<file path="src/rtl/lpcr_pkg.sv">
// Types and constants shared by the length-prefixed chunk reader modules.
`timescale 1ns / 1ps
`default_nettype none

package lpcr_pkg;

  localparam int unsigned BufferDepth = 4096;
  localparam int unsigned MaxDigits   = 12;

  // Declared length is kept saturated one above the largest max_length value.
  localparam int unsigned LenW   = 14;
  localparam logic [LenW-1:0] LenSat    = 14'd8192;
  localparam logic [LenW-1:0] LenBuffer = LenW'(BufferDepth);
  localparam logic [3:0]      DigitsMax = 4'(MaxDigits);

  localparam logic [7:0] CharCr   = 8'h0D;
  localparam logic [7:0] CharZero = 8'h30;
  localparam logic [7:0] CharNine = 8'h39;

  localparam logic [15:0] ResetRetryInterval = 16'd1000;
  localparam logic [15:0] ResetRespTimeout   = 16'd5000;
  localparam logic [3:0]  ResetRetryLimit    = 4'd3;
  localparam logic [12:0] ResetMaxLength     = 13'd4096;
  localparam logic [31:0] ResetChunkOffset   = 32'd0;
  localparam logic        ResetLinkReady     = 1'b1;

  typedef enum logic [2:0] {
    RegRetryInterval = 3'd0,
    RegRespTimeout   = 3'd1,
    RegRetryLimit    = 3'd2,
    RegMaxLength     = 3'd3,
    RegChunkOffset   = 3'd4,
    RegLinkReady     = 3'd5
  } lpcr_reg_e;

  typedef enum logic [1:0] {
    ActTick  = 2'd0,
    ActError = 2'd1,
    ActByte  = 2'd2
  } lpcr_action_e;

  typedef enum logic [2:0] {
    EvNone    = 3'd0,
    EvSend    = 3'd1,
    EvData    = 3'd2,
    EvDone    = 3'd3,
    EvFail    = 3'd4,
    EvTimeout = 3'd5
  } lpcr_event_e;

  typedef enum logic [1:0] {
    PhDigits  = 2'd0,
    PhSkip    = 2'd1,
    PhPayload = 2'd2
  } lpcr_phase_e;

  typedef struct packed {
    logic [15:0] retry_interval_ms;
    logic [15:0] response_timeout_ms;
    logic [3:0]  retry_limit;
    logic [12:0] max_length;
    logic [31:0] chunk_offset;
    logic        link_ready;
  } lpcr_cfg_t;

  typedef struct packed {
    lpcr_event_e ev;
    logic [31:0] command_offset;
    logic [12:0] command_length;
    logic [11:0] write_address;
    logic [7:0]  write_data;
    logic [12:0] read_length;
  } lpcr_result_t;

endpackage

`default_nettype wire

</file>
<file path="src/rtl/lpcr_cfg_regs.sv">
// APB configuration register bank of the chunk reader.
`timescale 1ns / 1ps
`default_nettype none

module lpcr_cfg_regs import lpcr_pkg::*; (
  input  wire logic        clk_i,
  input  wire logic        rst_ni,
  input  wire logic        psel,
  input  wire logic        penable,
  input  wire logic        pwrite,
  input  wire logic [4:0]  paddr,
  input  wire logic [31:0] pwdata,
  output logic      [31:0] prdata,
  output logic             pready,
  output lpcr_cfg_t        cfg_o
);

  lpcr_cfg_t cfg_q;
  lpcr_reg_e reg_sel;
  logic      wr_en;

  assign reg_sel = lpcr_reg_e'(paddr[4:2]);
  assign wr_en   = psel && penable && pwrite;
  assign pready  = 1'b1;
  assign cfg_o   = cfg_q;

  always_ff @(posedge clk_i or negedge rst_ni) begin
    if (!rst_ni) begin
      cfg_q.retry_interval_ms   <= ResetRetryInterval;
      cfg_q.response_timeout_ms <= ResetRespTimeout;
      cfg_q.retry_limit         <= ResetRetryLimit;
      cfg_q.max_length          <= ResetMaxLength;
      cfg_q.chunk_offset        <= ResetChunkOffset;
      cfg_q.link_ready          <= ResetLinkReady;
    end else if (wr_en) begin
      unique case (reg_sel)
        RegRetryInterval: cfg_q.retry_interval_ms   <= pwdata[15:0];
        RegRespTimeout:   cfg_q.response_timeout_ms <= pwdata[15:0];
        RegRetryLimit:    cfg_q.retry_limit         <= pwdata[3:0];
        RegMaxLength:     cfg_q.max_length          <= pwdata[12:0];
        RegChunkOffset:   cfg_q.chunk_offset        <= pwdata;
        RegLinkReady:     cfg_q.link_ready          <= pwdata[0];
        default: ;
      endcase
    end
  end

  always_comb begin
    unique case (reg_sel)
      RegRetryInterval: prdata = {16'd0, cfg_q.retry_interval_ms};
      RegRespTimeout:   prdata = {16'd0, cfg_q.response_timeout_ms};
      RegRetryLimit:    prdata = {28'd0, cfg_q.retry_limit};
      RegMaxLength:     prdata = {19'd0, cfg_q.max_length};
      RegChunkOffset:   prdata = cfg_q.chunk_offset;
      RegLinkReady:     prdata = {31'd0, cfg_q.link_ready};
      default:          prdata = '0;
    endcase
  end

endmodule

`default_nettype wire

</file>
<file path="src/rtl/lpcr_engine.sv">
// Retry/timeout control and report parser: state registers and per-item result logic.
`timescale 1ns / 1ps
`default_nettype none

module lpcr_engine import lpcr_pkg::*; (
  input  wire logic         clk_i,
  input  wire logic         rst_ni,
  input  wire lpcr_cfg_t    cfg_i,
  input  wire logic         fire_i,
  input  wire logic [1:0]   action_i,
  input  wire logic [7:0]   byte_i,
  output lpcr_result_t      res_o
);

  logic            waiting_q, waiting_d;
  logic [3:0]      retry_q, retry_d;
  logic [15:0]     elapsed_q, elapsed_d;
  lpcr_phase_e     phase_q, phase_d;
  logic [3:0]      digits_q, digits_d;
  logic [LenW-1:0] declared_q, declared_d;
  logic [12:0]     copied_q, copied_d;

  lpcr_action_e    act;
  logic [15:0]     elapsed_inc;
  logic [12:0]     copied_inc;
  logic [17:0]     acc;
  logic            is_digit;

  assign act         = lpcr_action_e'(action_i);
  assign elapsed_inc = (elapsed_q == 16'hFFFF) ? elapsed_q : elapsed_q + 16'd1;
  assign copied_inc  = copied_q + 13'd1;
  assign acc         = {1'b0, declared_q, 3'b000} + {3'b000, declared_q, 1'b0}
                     + {10'd0, byte_i - CharZero};
  assign is_digit    = (byte_i >= CharZero) && (byte_i <= CharNine);

  always_comb begin
    waiting_d  = waiting_q;
    retry_d    = retry_q;
    elapsed_d  = elapsed_q;
    phase_d    = phase_q;
    digits_d   = digits_q;
    declared_d = declared_q;
    copied_d   = copied_q;
    res_o      = '0;
    res_o.ev   = EvNone;

    if (!cfg_i.link_ready) begin
      res_o.ev = EvFail;
    end else begin
      unique case (act)
        ActTick: begin
          elapsed_d = elapsed_inc;
          if (!waiting_q) begin
            if (elapsed_inc > cfg_i.retry_interval_ms) begin
              elapsed_d            = '0;
              waiting_d            = 1'b1;
              res_o.ev             = EvSend;
              res_o.command_offset = cfg_i.chunk_offset;
              res_o.command_length = cfg_i.max_length;
            end
          end else if (elapsed_inc > cfg_i.response_timeout_ms) begin
            phase_d    = PhDigits;
            digits_d   = '0;
            declared_d = '0;
            copied_d   = '0;
            waiting_d  = 1'b0;
            if (retry_q >= cfg_i.retry_limit) begin
              retry_d  = '0;
              res_o.ev = EvTimeout;
            end else begin
              retry_d = retry_q + 4'd1;
            end
          end
        end
        ActError: begin
          if (waiting_q) begin
            waiting_d = 1'b0;
            if (retry_q >= cfg_i.retry_limit) begin
              retry_d  = '0;
              res_o.ev = EvFail;
            end else begin
              retry_d = retry_q + 4'd1;
            end
          end
        end
        ActByte: begin
          if (waiting_q) begin
            unique case (phase_q)
              PhSkip: begin
                copied_d = '0;
                if (declared_q > {1'b0, cfg_i.max_length} || declared_q > LenBuffer) begin
                  res_o.ev = EvFail;
                  waiting_d = 1'b0; retry_d = '0; phase_d = PhDigits;
                  digits_d  = '0;   declared_d = '0;
                end else if (declared_q == '0) begin
                  res_o.ev = EvDone;
                  waiting_d = 1'b0; retry_d = '0; phase_d = PhDigits;
                  digits_d  = '0;   declared_d = '0;
                end else begin
                  phase_d = PhPayload;
                end
              end
              PhPayload: begin
                res_o.write_address = copied_q[11:0];
                res_o.write_data    = byte_i;
                copied_d            = copied_inc;
                if ({1'b0, copied_inc} >= declared_q) begin
                  res_o.ev          = EvDone;
                  res_o.read_length = declared_q[12:0];
                  waiting_d = 1'b0; retry_d = '0; phase_d = PhDigits;
                  digits_d  = '0;   declared_d = '0; copied_d = '0;
                end else begin
                  res_o.ev = EvData;
                end
              end
              default: begin
                phase_d = PhDigits;
                if (byte_i == CharCr) begin
                  digits_d = '0;
                  phase_d  = PhSkip;
                end else if (is_digit && digits_q < DigitsMax) begin
                  declared_d = (acc > {4'd0, LenSat}) ? LenSat : acc[LenW-1:0];
                  digits_d   = digits_q + 4'd1;
                end
              end
            endcase
          end
        end
        default: ;
      endcase
    end
  end

  always_ff @(posedge clk_i or negedge rst_ni) begin
    if (!rst_ni) begin
      waiting_q  <= 1'b0;
      retry_q    <= '0;
      elapsed_q  <= 16'hFFFF;
      phase_q    <= PhDigits;
      digits_q   <= '0;
      declared_q <= '0;
      copied_q   <= '0;
    end else if (fire_i) begin
      waiting_q  <= waiting_d;
      retry_q    <= retry_d;
      elapsed_q  <= elapsed_d;
      phase_q    <= phase_d;
      digits_q   <= digits_d;
      declared_q <= declared_d;
      copied_q   <= copied_d;
    end
  end

  a_copy_below_len: assert property (@(posedge clk_i) disable iff (!rst_ni)
    phase_q == PhPayload |-> copied_q < declared_q[12:0] || declared_q > 14'd4096)
    else $error("payload count reached declared length without finishing");

  a_len_saturated: assert property (@(posedge clk_i) disable iff (!rst_ni)
    declared_q <= LenSat)
    else $error("length accumulator beyond saturation value");

  a_digits_bound: assert property (@(posedge clk_i) disable iff (!rst_ni)
    digits_q <= DigitsMax)
    else $error("digit count beyond limit");

  a_send_waits: assert property (@(posedge clk_i) disable iff (!rst_ni)
    fire_i && res_o.ev == EvSend |=> waiting_q && elapsed_q == '0)
    else $error("command sent without entering wait");

endmodule

`default_nettype wire

</file>
<file path="src/rtl/length_prefixed_chunk_reader.sv">
// Top level of the length-prefixed chunk reader: input register, engine, result register.
//
//  channel | direction | handshake               | payload
//  --------+-----------+-------------------------+------------------------------------------
//  in      | input     | in_valid_i / in_stall_o | action_i, report_byte_i
//  out     | output    | out_valid_o/out_stall_i | event_res_o, command_*_o, write_*_o,
//          |           |                         | read_length_o
//  cfg     | input     | APB psel/penable/pready | paddr, pwdata, prdata
//
// One item per cycle sustained while the output is not stalled; the input register loads at the
// accepting edge and the result register loads from the parser/retry logic when the item is
// processed, and drives the outputs.
// Reset loads register defaults, clears the parser and sets the ms counter to all ones.
// A stalled result holds; the input register still takes one item, then in_stall_o rises.
`timescale 1ns / 1ps
`default_nettype none

module length_prefixed_chunk_reader import lpcr_pkg::*; (
  input  wire logic        clk_i,
  input  wire logic        rst_ni,
  input  wire logic        psel,
  input  wire logic        penable,
  input  wire logic        pwrite,
  input  wire logic [4:0]  paddr,
  input  wire logic [31:0] pwdata,
  output logic      [31:0] prdata,
  output logic             pready,
  input  wire logic        in_valid_i,
  output logic             in_stall_o,
  input  wire logic [1:0]  action_i,
  input  wire logic [7:0]  report_byte_i,
  output logic             out_valid_o,
  input  wire logic        out_stall_i,
  output logic [2:0]       event_res_o,
  output logic [31:0]      command_offset_o,
  output logic [12:0]      command_length_o,
  output logic [11:0]      write_address_o,
  output logic [7:0]       write_data_o,
  output logic [12:0]      read_length_o
);

  lpcr_cfg_t    cfg;
  lpcr_result_t res_d, res_q;
  logic         in_valid_q, out_valid_q;
  logic [1:0]   action_q;
  logic [7:0]   byte_q;
  logic         out_free, fire;

  assign out_free   = !out_valid_q || !out_stall_i;
  assign fire       = in_valid_q && out_free;
  assign in_stall_o = in_valid_q && !out_free;

  lpcr_cfg_regs u_cfg (
    .clk_i   (clk_i),
    .rst_ni  (rst_ni),
    .psel    (psel),
    .penable (penable),
    .pwrite  (pwrite),
    .paddr   (paddr),
    .pwdata  (pwdata),
    .prdata  (prdata),
    .pready  (pready),
    .cfg_o   (cfg)
  );

  lpcr_engine u_engine (
    .clk_i    (clk_i),
    .rst_ni   (rst_ni),
    .cfg_i    (cfg),
    .fire_i   (fire),
    .action_i (action_q),
    .byte_i   (byte_q),
    .res_o    (res_d)
  );

  always_ff @(posedge clk_i or negedge rst_ni) begin
    if (!rst_ni) begin
      in_valid_q  <= 1'b0;
      out_valid_q <= 1'b0;
    end else begin
      if (!in_stall_o) begin
        in_valid_q <= in_valid_i;
      end
      if (out_free) begin
        out_valid_q <= fire;
      end
    end
  end

  always_ff @(posedge clk_i) begin
    if (in_valid_i && !in_stall_o) begin
      action_q <= action_i;
      byte_q   <= report_byte_i;
    end
    if (fire) begin
      res_q <= res_d;
    end
  end

  assign out_valid_o      = out_valid_q;
  assign event_res_o      = res_q.ev;
  assign command_offset_o = res_q.command_offset;
  assign command_length_o = res_q.command_length;
  assign write_address_o  = res_q.write_address;
  assign write_data_o     = res_q.write_data;
  assign read_length_o    = res_q.read_length;

  a_stall_means_full: assert property (@(posedge clk_i) disable iff (!rst_ni)
    in_stall_o |-> in_valid_q && out_valid_q && out_stall_i)
    else $error("input stalled with room downstream");

  a_fire_gives_result: assert property (@(posedge clk_i) disable iff (!rst_ni)
    fire |=> out_valid_q)
    else $error("processed item produced no result");

endmodule

`default_nettype wire
</file>
<file path="config.mk">
export PLATFORM = sky130hd
export DESIGN_NAME = length_prefixed_chunk_reader
export DESIGN_NICKNAME = d
export VERILOG_FILES = /design/src/rtl/lpcr_pkg.sv /design/src/rtl/lpcr_cfg_regs.sv /design/src/rtl/lpcr_engine.sv /design/src/rtl/length_prefixed_chunk_reader.sv
export SDC_FILE = /design/constraint.sdc
export NUM_CORES = 1
export LEC_CHECK = 0
export BUFFER_PORTS_ARGS = -buffer_cell sky130_fd_sc_hd__buf_2
export CAP_MARGIN = 20
export CORE_MARGIN = 8
export CORE_UTILIZATION = 55
export CTS_BUF_LIST = sky130_fd_sc_hd__clkbuf_8
export CTS_CLUSTER_SIZE = 28
export DETAILED_ROUTE_END_ITERATION = 16
export PLACE_DENSITY = 0.87
export SYNTH_ARGS = -nofsm -noshare
export SYNTH_HDL_FRONTEND = slang
export SYNTH_SLANG_ARGS = --single-unit
</file>
<file path="constraint.sdc">
create_clock -name clk_i -period 5.2 [get_ports clk_i]
set_input_delay 0 -clock clk_i [delete_from_list [all_inputs] [get_ports clk_i]]
set_output_delay 0 -clock clk_i [all_outputs]
set_load 0.02 [all_outputs]
</file>
---- Word-level counts from Yosys, hierarchy flattened ----
Cells that the tools add are included.
word-level totals
  output and inout port bits .............. 116
  register bits ........................... 229
  logic and storage cells ................. 166
operators by class
  multiplexer cells ....................... 68
  bitwise logic cells ..................... 3
  add/subtract/negate cells ............... 7
  reductions and logical operators ........ 34
  equal/unequal tests ..................... 21
  order comparisons ....................... 10
operators by type and width
  cell                   count
  $pmux 32 s6            1
  $mux 14                9
  $pmux 14 s2            2
  $mux 13                4
  $mux 4                 13
  $pmux 13 s2            2
  $mux 16                3
  $mux 46                1
  $gt 16x16->1           2
  $pmux 4 s2             3
  $mux 3                 7
  $reduce_and 10->1      2
  $add 17x15->18         1
  $add 18x8->18          1
  $gt 18x14->1 const B   1
  $add 16x1->16 const B  1
  $eq 16x16->1 const B   1
  $ge 13x14->1           1
  $gt 14x13->1           1
  $gt 14x13->1 const B   1
  $logic_not 14->1       1
  $mux 2                 7
  $reduce_and 7->1       2
  $add 13x1->13 const B  1
  other kinds (40)       75

---- Depth between registers and ports, before layout ----
Gate-level depths: netlist of the first run.
  word-level depth ........................ 9
  depth in mapped cells ................... 19
  mapped depth without buffers ............ 16

---- Cells and area by module ----
Synthesis of the first run repeated with hierarchy kept, for this count alone.
second synthesis, totals
  cells, all modules ...................... 1165
  area, all modules ....................... 12995.0 um2
modules (own cells, without submodules)
  module                        area each (um2)  times used  cells an instance
  lpcr_engine                   6291.0           1           792
  lpcr_cfg_regs                 3878.7           1           274
  length_prefixed_chunk_reader  2825.2           1           99

---- Least setup slack after synthesis of the first run ----
No wires, ideal clock.
  path kind ............................... register -> register
  from .................................... register out_valid_q (netlist: out_valid_o)
  to ...................................... register u_engine.declared_q[0]
  required time ........................... 5.057 ns
  stages on the path, launching flop included .. 8
  library setup time ...................... 0.143 ns
  slack ................................... 0.110 ns
  period minus slack after synthesis ...... 5.090 ns
  arrival ................................. 4.946 ns
  cells stage by stage .................... dfrtp_1 > nand2_1 > and2_0 > nand2_1 > nor4_1 > nand2_1 > nor3b_4 > a211oi_2
on the way
  word-level cells in the longest chain between the ends .. 4
RTL lines
  item                         line                                text
  start, declared              length_prefixed_chunk_reader.sv:44  logic in_valid_q, out_valid_q;
  start signal, assigned       length_prefixed_chunk_reader.sv:85  out_valid_q <= fire;
  $logic_not 1->1              length_prefixed_chunk_reader.sv:49  assign out_free = !out_valid_q || !out_stall_i;
  $logic_or 1x1->1             length_prefixed_chunk_reader.sv:49
  $logic_and 1x1->1            length_prefixed_chunk_reader.sv:50  assign fire = in_valid_q && out_free;
  net fire                     length_prefixed_chunk_reader.sv:47  logic out_free, fire;
  $reduce_and 10->1 (no line)  -
  end signal, assigned         lpcr_engine.sv:149                  declared_q <= declared_d;
  end, declared                lpcr_engine.sv:20                   logic [LenW-1:0] declared_q, declared_d;
The timed path passes the listed nets, and every way through them passes these cells.
A chain may end at the register's enable or synchronous reset.

---- Worst setup path after layout of the first run ----
  from .................................... register u_engine.elapsed_q[4]
  to ...................................... register u_engine.declared_q[11]
on the way
  word-level cells in the longest chain between the ends .. 5
  elaborated cells on any way between the ends .. 6
  classes of those cells .................. add/sub: 1; order compare: 1; eq/ne: 2; mux: 1; reduce/logical: 1
RTL lines
  item                                           line                text
  start, declared                                lpcr_engine.sv:17   logic [15:0] elapsed_q, elapsed_d;
  start signal, assigned                         lpcr_engine.sv:146  elapsed_q <= elapsed_d;
  $add 16x1->16 or $eq 16x16->1 (tied branches)  lpcr_engine.sv:30   assign elapsed_inc = (elapsed_q == 16'hFFFF) ? elapsed_q : elapsed_q + 16'd1;
  $mux 16 (*)                                    lpcr_engine.sv:30
  $gt 16x16->1 (*)                               lpcr_engine.sv:61   end else if (elapsed_inc > cfg_i.response_timeout_ms) begin
  $ne 2x1->1 (no line) (*)                       -
  $reduce_and 10->1 (no line) (*)                -
Mark *: on every way between the ends. The rest lies on a longest branch, timed or not.

==> results of run 1 <==
## how the worst min path moves through the flow
stage	slack, ns	from	endpoint
after floorplan	-0.30	rst_ni	in_valid_q
after global placement	0.1	rst_ni	u_cfg.cfg_o[14]
after detailed placement	0.1	rst_ni	u_cfg.cfg_o[15]
after CTS	0.06	pwrite	u_cfg.cfg_o[53]
after global routing	0.12	rst_ni	u_cfg.cfg_o[79]
final	0.04	rst_ni	u_cfg.cfg_o[79]
## sequential cells by signal, summed over array words and instances (netlist names)
register	count
event_res_o	3
u_engine.copied_q	13
u_engine.declared_q	14
byte_q	8
in_valid_q	1
write_data_o	8
action_q	2
write_address_o	12
read_length_o	13
u_engine.retry_q	4
u_engine.elapsed_q	16
u_engine.phase_q	2
u_engine.waiting_q	1
u_cfg.cfg_o	82
out_valid_o	1
command_offset_o	32
command_length_o	13
u_engine.digits_q	4
## synthesized netlist by cell type, drive strengths merged, types with 17 or more instances
master | count | share of area
nand2 | 93 | 0.027
a21oi | 47 | 0.018
a21o | 17 | 0.0098
and3 | 34 | 0.016
nand3 | 29 | 0.011
mux2 | 56 | 0.048
edfxtp | 91 | 0.21
xor2 | 17 | 0.011
mux2i | 19 | 0.015
and2 | 85 | 0.041
ha | 98 | 0.094
nor2 | 65 | 0.019
clkbuf | 32 | 0.0092
dfrtp | 107 | 0.21
dfstp | 31 | 0.062
o21ai | 92 | 0.036
inv | 97 | 0.028
## worst max-delay path, stage by stage, from the launching register on
cell       delay (ns)
dfstp_2          0.57
and3_1           0.26
and3_1           0.23
nand3_1          0.11
o21ai_1          0.46
inv_1            0.11
and3_1           0.23
xor2_1           0.19
ha_1             0.32
nand4_1          0.13
a2111oi_0        0.47
nor3_1           0.20
a211oi_2         0.38
nand2_1          0.20
buf_4            0.23
or3b_1           0.41
o21ai_2          0.07
## area by class of cell
cell class | instances | share of cell area
clock buffers | 43 | 0.0385
well taps | 319 | 0.0259
clock inverters | 29 | 0.00911
flip-flops and latches | 229 | 0.405
inverters | 97 | 0.0237
repair buffers | 226 | 0.0920
multi-input cells | 857 | 0.406
## per-stage QoR
| stage | total power, W | utilization |
|---|---|---|
| 5_1_grt | 0.00659 | 0.657 |
| 3_5_place_dp | 0.00462 | 0.607 |
| 2_1_floorplan | 0.00399 | - |
| 3_3_place_gp | 0.00451 | 0.607 |
| 4_1_cts | 0.00621 | 0.657 |
| 6_report | 0.00623 | 0.657 |
## metal layers
layer,wire (µm),GRT usage
met3,2770,0.0484
met4,1440,0.113
met1,14000,0.291
met2,17600,0.434
met5,0,0
## power breakdown
part,switching [W],total [W],internal [W]
Combinational,0.00134,0.00224,0.000903
Sequential,0.000272,0.00245,0.00218
Clock,0.000767,0.00154,0.000774
Total,0.00237,0.00623,0.00385
## layout by cell type, fill, tap and decap left out, drive strengths merged, types with 19 or more instances in the layout
| cell type | count |
|---|---|
| dfstp | 31 |
| mux2i | 19 |
| nor2 | 65 |
| o21ai | 92 |
| nand3 | 29 |
| edfxtp | 91 |
| inv | 121 |
| and3 | 34 |
| and2 | 85 |
| a21oi | 47 |
| dlygate4sd3 | 46 |
| dfrtp | 107 |
| buf | 180 |
| nand2 | 93 |
| mux2 | 56 |
| clkbuf | 43 |
| ha | 98 |
## logic make-up after synthesis
family | after synthesis | synth area share
adder cells (fa/ha/maj) | 104 | 0.103
flip-flops | 229 | 0.477
AO/OA/AOI/OAI | 228 | 0.114
multiplexers | 78 | 0.0681
buffers and inverters | 143 | 0.0449
other | 1 | 0.000287
AND/OR/NAND/NOR | 415 | 0.172
XOR/XNOR | 31 | 0.0208
## what timing repair did
action	in CTS	in global routing
buffers inserted	0	0
hold endpoints to repair	172	0
endpoints found under the setup margin	0	0
hold buffers	46	0
==> results_dict.tcl, run 1 <==
set metrics [dict create \
    ys_ff_latch 229 \
    async_flop_share 0.603 \
    vias_per_cell 5.84 \
    clk_pin_slew_ns 0.06 \
    r2r_end "u_engine.declared_q[11]" \
    drive_gt1_frac 0.239 \
    antenna_found_initial 0 \
    instances_no_fill 1800 \
    yosys_warnings 0 \
    status "finished, final reports clean" \
    endpoint_kind "flip-flop" \
    startpoint "u_engine.elapsed_q[4]" \
    crit_required_ns 5.68 \
    die_h_um 170 \
    cts_num_sinks 229 \
    p_leak_nw 7.30 \
    drv_cap 0 \
    dr.first_iter.drc_count 860 \
    r2r_cells 16 \
    fin_crit_sh 0.892 \
    holdWs_ns 0.0417 \
    r2r_slack_ns 0.56 \
    rr_startpoint "u_engine.elapsed_q[4]" \
    fillers 1760 \
    drt_pass1_iterations 5 \
    dieArea_um2 28900 \
    core_area_um2 23400 \
    syn-num-nets 1387 \
    syn-instance-count 1229 \
    grt-ovfl-total 0 \
    synth_flop_cell "dfrtp_1" \
    synth_cell_type_count 80 \
    skew_ns 0.0204 \
    rsz0062_at_grt "no" \
    fin_tns_setup_ns 0 \
    setup_slack_ns 0.561 \
    diodes 0 \
    routed_wl_mm 35.9 \
    fmax_mhz 216 \
    place_area_um2 14200 \
    hold_viol_final 0 \
    ir_drop_v 0.000331 \
    drc 0 \
    layout.nets 1608 \
    synth-seq-area-share 0.477 \
    cts-resized-gates 0 \
    setup_viol 0 \
    hpwl_mm 24.8 \
    place_congestion 0.902 \
    synth_edf_count 91 \
    hp-class "primary input to async pin" \
    path_class "flip-flop to flip-flop" \
    grt_max_degree 79 \
    wl_per_cell_um 19.9 \
    multiInputGateArea_um2 6250 \
    rows 56 \
    clock_latency_ns 0.57 \
    post-route-min-period_ns 4.64 \
    maxSlewHeadroom 0.450 \
    die_x_um 170 \
    worstPathMaxFanout 12 \
    ant_nets 0 \
    grt_pass1_wl_mm 57.0 \
    syn_to_final_growth_pct 17.9 \
    cts_buffer_depth 3 \
    tritoncts "yes" \
    placedCellCount 1682 \
    vias 10517 \
    design_area_um2 15400 \
    critPathLaunchType "flip-flop" \
    drv_slew 0 \
    syn_area_per_cell_um2 10.6 \
    htreeDepth 2 \
    regArea_um2 6220 \
    cts_made_buffers 39 \
    power_density_nw_per_um2 405 \
    io_pins 170 \
    grt_pass1_vias 10763 \
    cp.arrival_ns 5.12 \
    place_ws_ns 0.748 \
    mappedNetlistArea_um2 13000 \
    grt_use_total 0.248 \
    critical_path.endpoint "u_engine.declared_q[11]" \
    tightest_slew_ns 0.825 \
    numPortBuffers 166 \
    cts_root_buffer "clkbuf_8" \
    start_util 0.557 \
]
(Power assumes the default switching activity.)
==> inputs of run 2 (changes only) <==
--- a/config.mk
+++ b/config.mk
@@ -5,6 +5,7 @@
 export SDC_FILE = /design/constraint.sdc
 export NUM_CORES = 1
 export LEC_CHECK = 0
+export ABC_AREA = 1
 export BUFFER_PORTS_ARGS = -buffer_cell sky130_fd_sc_hd__buf_2
 export CAP_MARGIN = 20
 export CORE_MARGIN = 8
@@ -12,7 +13,7 @@
 export CTS_BUF_LIST = sky130_fd_sc_hd__clkbuf_8
 export CTS_CLUSTER_SIZE = 28
 export DETAILED_ROUTE_END_ITERATION = 16
-export PLACE_DENSITY = 0.87
+export PLACE_DENSITY = 0.86
 export SYNTH_ARGS = -nofsm -noshare
 export SYNTH_HDL_FRONTEND = slang
 export SYNTH_SLANG_ARGS = --single-unit
==> run 2 against run 1 <==
Against the previous run:
- wire length rose by 2.0%
- die area grew 0.79%
- register-to-register slack gained 0.40 ns
- global-route usage fell by 0.089 points
- final cell count grew 20%
- worst setup slack improved by 0.40 ns
- critical path depth up 2
- sequential power about the same
- core utilization increased by 0.56 points
- clock skew increased by 0.0035 ns
- via count up 11%
==> results_dict.tcl, run 2 <==
set metrics [dict create \
    skew_ns 0.0239 \
    synth_cell_type_count 50 \
    dr.first_iter.drc_count 1279 \
    drv_cap 0 \
    ys_ff_latch 229 \
    p_leak_nw 7.94 \
    tightest_slew_ns 1.06 \
    routed_wl_mm 36.6 \
    cts_buffer_depth 3 \
    drive_gt1_frac 0.163 \
    clock_latency_ns 0.55 \
    synth_common_cells "397 x nand2_1, 273 x inv_1, 169 x nor2_1, 116 x o21ai_0, 107 x dfrtp_1" \
    seq_power_share 0.369 \
    vias 11699 \
    critPathSlowestCell "dfstp_2" \
    vias_per_cell 5.44 \
    fin_crit_sh 0.816 \
    post-route-min-period_ns 4.24 \
    cts_setup_buffers 0 \
    clk_pin_slew_ns 0.07 \
    rr_startpoint "u_engine.elapsed_q[0]" \
    yosysMostFrequentCell "nand2_1" \
    syn-instance-count 1576 \
    numPortBuffers 166 \
    yosys_warnings 0 \
    wl_per_cell_um 17.0 \
    fmax_mhz 236 \
    critPathLaunchType "flip-flop" \
    r2r_slack_ns 0.96 \
    grt-ovfl-total 0 \
    hpwl_mm 25.4 \
    endpoint_kind "flip-flop" \
    setup_slack_ns 0.957 \
    total_power_w 0.00671 \
    r2r_end "command_length_o[12]" \
    met1_length_mm 14.3 \
    p_switching_w 0.00273 \
    place_ws_ns 1.06 \
    startpoint "u_engine.elapsed_q[0]" \
    hold_depth 5 \
    grt_use_total 0.247 \
    drv_slew 0 \
    rows 56 \
    grt_max_degree 76 \
    drc 0 \
    wl_met3_mm 3.74 \
    antenna_found_initial 1 \
    cts_num_sinks 229 \
    layout.nets 1960 \
    synth_area_leaders "edfxtp_1 21%, dfrtp_1 20%, nand2_1 11%" \
    grt_pass1_wl_mm 57.7 \
    fin_tns_setup_ns 0 \
    cts_made_buffers 37 \
    hp-class "primary input to flip-flop" \
    path_class "flip-flop to flip-flop" \
    top_layer "met4" \
    path_common_cell "nor2_1" \
    drt_pass1_iterations 6 \
    layout_common_cells "397 x nand2_1, 289 x inv_1, 168 x nor2_1" \
    ant_nets 0 \
    crit_chain "ha_1 > nand3_1 > nor2_2 > nand3b_1 > nor2_4 > nand2_4 > nand2_1 > nor2_1 > nand2_1 > xor2_1 > ha_1 > nand4_1 > nor2_1 > and3_1 > a22oi_2 > nand3_2 > buf_4 > nor2_1" \
    synth-seq-area-share 0.473 \
    syn_to_final_growth_pct 18.3 \
    rsz0062_at_grt "no" \
    yosysTopAreaCell "edfxtp_1" \
    comb_power_share 0.395 \
    crit_required_ns 5.59 \
    fin_util 0.663 \
    mappedNetlistArea_um2 13200 \
    io_pins 170 \
    power.share.clock 0.236 \
    place_congestion 0.919 \
    die_h_um 171 \
    final_common_cell "nand2_1" \
    critical_path.endpoint "command_length_o[12]" \
    die_x_um 171 \
    syn-num-nets 1734 \
    tritoncts "yes" \
    dieArea_um2 29100 \
    slowest_delay_ns 0.54 \
    grt_pass1_vias 11599 \
    async_flop_share 0.603 \
    start_util 0.561 \
    power.internal_w 0.00399 \
    synth_flop_cell "dfrtp_1" \
    largest_reg_flops 82 \
    cp.arrival_ns 4.63 \
    maxSlewHeadroom 0.290 \
    ir_drop_v 0.000175 \
    synth_top_area_frac 0.208 \
    htreeDepth 2 \
    cts_root_buffer "clkbuf_8" \
    wl_met2_mm 16.8 \
    status "finished, final reports clean" \
    synth_edf_count 91 \
    swShare 0.406 \
    r2r_cells 18 \
    core_area_um2 23500 \
    syn_area_per_cell_um2 8.35 \
    hold_viol_final 0 \
    setup_viol 0 \
    worstPathMaxFanout 26 \
    power_density_nw_per_um2 431 \
]
run 2: kinds of logic after synthesis:
| kind of cell | synth area share |
|---|---|
| buf+inv | 0.0917 |
| flops | 0.473 |
| simple gates | 0.225 |
| xor+xnor | 0.0173 |
| fa+ha+maj | 0.102 |
| other cells | 0.000285 |
| compound gates | 0.0908 |
run 2: layout make-up:
class,instances,area (µm²)
Clock buffer,41,564
Clock inverter,27,174
Sequential cell,229,6220
Inverter,275,1030
Tap cell,319,399
Fill cell,1772,7910
Multi-Input combinational cell,1036,5740
Timing Repair Buffer,223,1420
Antenna cell,2,5.00
run 2: metrics by stage:
step | hold slack (ns) | std cells | area, µm²
2_1_floorplan | -0.296 | 1576 | 13200
3_3_place_gp | 0.0791 | 2031 | 14300
3_5_place_dp | 0.0847 | 2031 | 14300
4_1_cts | 0.00407 | 2148 | 15500
5_1_grt | 0.0692 | 2151 | 15600
6_report | 0.0578 | 2152 | 15600
run 2: worst min path at each step:
stage	endpoint	startpoint	slack [ns]
after global placement	u_engine.waiting_q	rst_ni	0.08
final	u_cfg.cfg_o[0]	pwrite	0.06
after CTS	u_cfg.cfg_o[0]	penable	0.004
after detailed placement	u_engine.digits_q[0]	rst_ni	0.08
after floorplan	in_valid_q	rst_ni	-0.30
after global routing	u_cfg.cfg_o[15]	pwrite	0.07
run 2: layer usage:
metal,global-route usage,vias up
met2,0.404,679
met3,0.0537,140
li1,-,5514
met5,0,-
met4,0.122,0
met1,0.307,5366
run 2: timing repair:
action                    4_1_cts  5_1_grt
hold buffers                   49        0
hold endpoints to repair      168        0
resized for setup               0        0
run 2: power by group through the flow:
stage	Sequential, W	Combinational [W]	Clock (W)
final	0.00248	0.00265	0.00158
after global placement	0.00248	0.00245	0
after detailed placement	0.00249	0.00255	0
after floorplan	0.00252	0.00182	0
after CTS	0.00246	0.00260	0.00159
after global routing	0.00251	0.00298	0.00168
run 2: critical path, delay by kind of cell, from the launching register on:
kind / cells / cell delay [ns]
flip-flops: 1 / 0.54
AND/OR/NAND/NOR: 13 / 2.00
adder cells (fa/ha/maj): 2 / 0.50
buffers and inverters: 1 / 0.41
AO/OA/AOI/OAI: 1 / 0.30
XOR/XNOR: 1 / 0.32
==> inputs of run 3 (changes only) <==
--- a/config.mk
+++ b/config.mk
@@ -13,7 +13,7 @@
 export CTS_BUF_LIST = sky130_fd_sc_hd__clkbuf_8
 export CTS_CLUSTER_SIZE = 28
 export DETAILED_ROUTE_END_ITERATION = 16
-export PLACE_DENSITY = 0.86
+export PLACE_DENSITY = 0.83
 export SYNTH_ARGS = -nofsm -noshare
 export SYNTH_HDL_FRONTEND = slang
 export SYNTH_SLANG_ARGS = --single-unit
==> constraint.sdc (replaced) <==
create_clock -name clk_i -period 4.2 [get_ports clk_i]
set_input_delay 0 -clock clk_i [delete_from_list [all_inputs] [get_ports clk_i]]
set_output_delay 0 -clock clk_i [all_outputs]
set_load 0.02 [all_outputs]
==> run 3 against run 2 <==
Against the previous run:
- the run now ends with hold timing left
- combinational power increased by 23%
- clock skew increased by 0.018 ns
- via count decreased by 0.57%
- worst setup slack got worse by 0.55 ns
- core utilization increased by 0.32 points
- first-iteration DRC count decreased by 5.5%
- power increased by 23%
- design area increased by 0.48%
- non-clock buffer count increased by 6
- critical path depth unchanged
- fmax increased by 12%
- critical path type unchanged
- highest routed layer unchanged
==> results_dict.tcl, run 3 (same netlist as run 2, synthesis figures left out) <==
set metrics [dict create \
    holdWs_ns -0.00398 \
    fin_crit_sh 0.904 \
    vias_per_cell 5.38 \
    rr_startpoint "u_engine.elapsed_q[1]" \
    cts_root_buffer "clkbuf_8" \
    setup_viol 0 \
    regArea_um2 6220 \
    maxSlewHeadroom 0.272 \
    cts_num_sinks 229 \
    power.internal_w 0.00489 \
    rows 56 \
    dr.first_iter.drc_count 1209 \
    dieArea_um2 29100 \
    layout.nets 1968 \
    r2r_cells 18 \
    ant_nets 0 \
    power_density_nw_per_um2 530 \
    worstPathMaxFanout 45 \
    drc 0 \
    tritoncts "yes" \
    wl_per_cell_um 16.7 \
    status "finished with violations" \
    startpoint "u_engine.elapsed_q[1]" \
    cp.arrival_ns 4.19 \
    vias 11632 \
    seq_power_share 0.370 \
    r2r_end "command_offset_o[13]" \
    fin_tns_setup_ns 0 \
    drt_pass1_iterations 5 \
    crit_required_ns 4.60 \
    endpoint_kind "flip-flop" \
    place_congestion 0.899 \
    skew_ns 0.0416 \
    grt_pass1_vias 11275 \
    final_common_cell "nand2_1" \
    die_x_um 171 \
    tightest_slew_ns 1.09 \
    cts_buffer_depth 3 \
    io_pins 170 \
    fmax_mhz 263 \
    syn_to_final_growth_pct 18.8 \
    post-route-min-period_ns 3.80 \
    clock_latency_ns 0.58 \
    swShare 0.409 \
    die_h_um 171 \
    critPathLaunchType "flip-flop" \
    hold_depth 6 \
    ir_drop_v 0.000213 \
    largest_reg_flops 82 \
    grt_use_total 0.240 \
    hp-class "primary input to flip-flop" \
    core_area_um2 23500 \
    drive_gt1_frac 0.167 \
    path_class "flip-flop to flip-flop" \
    grt-ovfl-total 0 \
    hold_path_startpoint "paddr[3]" \
    drv_slew 0 \
    routed_wl_mm 36.2 \
    power.share.clock 0.234 \
    p_switching_w 0.00339 \
    fillers 1767 \
    comb_power_share 0.395 \
    start_util 0.561 \
    cts_made_buffers 39 \
    p_leak_nw 7.97 \
    antenna_found_initial 3 \
    drv_cap 0 \
    layout_common_cells "397 x nand2_1, 286 x inv_1, 167 x nor2_1" \
    grt_max_degree 102 \
    hpwl_mm 25.0 \
    hold_end "u_cfg.cfg_o[16]" \
    htreeDepth 2 \
    violations "hold timing" \
    multiInputGateArea_um2 5750 \
    hold_viol_final 1 \
    numPortBuffers 166 \
    grt_pass1_wl_mm 56.3 \
    rsz0062_at_grt "no" \
    clk_pin_slew_ns 0.07 \
    r2r_slack_ns 0.40 \
]
[run 3: changes by cell type in the layout (fill, tap and decap cells not counted), moves of 2 or more]
cell and change:
inv_1 -3, buf_12 +2, bufinv_16 -2, clkbuf_8 +3, buf_4 +3, inv_6 -2, dlygate4sd3_1 +2, clkinv_1 +4
inv_8 +2
[run 3: timing repair]
action | CTS | global route
endpoints found under the setup margin | 0 | 15
gates resized for setup | 0 | 1
setup buffers | 0 | 3
hold buffers | 50 | 1
hold endpoints to repair | 169 | 1
[run 3: worst max-delay path by stage]
stage | to | slack (ns) | cells after the start
global route | u_engine.retry_q[1] | 0.02 | 24
CTS | u_engine.declared_q[12] | 0.35 | 23
finish | command_offset_o[13] | 0.40 | 18
detailed placement | u_engine.declared_q[1] | 0.39 | 23
global placement | u_engine.declared_q[10] | 0.49 | 23
floorplan | u_engine.declared_q[13] | 0.03 | 10
[run 3: power by group through the flow]
stage	combinational [W]	clock (W)	sequential (W)
2_1_floorplan	0.00225	0	0.00313
3_3_place_gp	0.00303	0	0.00307
3_5_place_dp	0.00314	0	0.00308
4_1_cts	0.00321	0.00195	0.00305
5_1_grt	0.00368	0.00207	0.00310
6_report	0.00327	0.00194	0.00306
[run 3: area by class of cell]
cell class | instances | share of cell area
multi-input combinational | 1036 | 0.367
antenna | 3 | 0.000480
sequential | 229 | 0.398
clock inverter | 28 | 0.00944
tap | 319 | 0.0255
clock buffer | 44 | 0.0387
inverter | 275 | 0.0660
timing repair buffer | 229 | 0.0943
[run 3: layer usage]
| metal | global-route usage | wire [µm] |
|---|---|---|
| met1 | 0.298 | 14300 |
| met2 | 0.400 | 16900 |
| met3 | 0.0542 | 3430 |
| met4 | 0.0973 | 1510 |
| met5 | 0 | 0 |
[run 3: stage by stage]
step	area, µm²	power (W)	utilization	instances	worst slack, ns
2_1_floorplan	13200	0.00537	-	1576	0.0263
3_3_place_gp	14300	0.00610	0.610	2033	0.487
3_5_place_dp	14300	0.00623	0.610	2033	0.385
4_1_cts	15600	0.00821	0.663	2155	0.350
5_1_grt	15600	0.00885	0.666	2163	0.0187
6_report	15600	0.00828	0.666	2163	0.403
[run 3: worst max-delay path, cell delays in order, from the launching register on]
cell and delay [ns]:
dfstp_2 0.55, ha_1 0.18, nand3_1 0.13, nor2_2 0.18, nand3b_1 0.16, nor2_4 0.17
nand2_4 0.11, inv_1 0.11, nor2_1 0.06, xor2_1 0.17, inv_1 0.08, ha_1 0.29
nand2_1 0.07, nor4_2 0.39, nand2_1 0.11, a22oi_2 0.24, nand3_2 0.13, buf_12 0.20
nor2_2 0.24
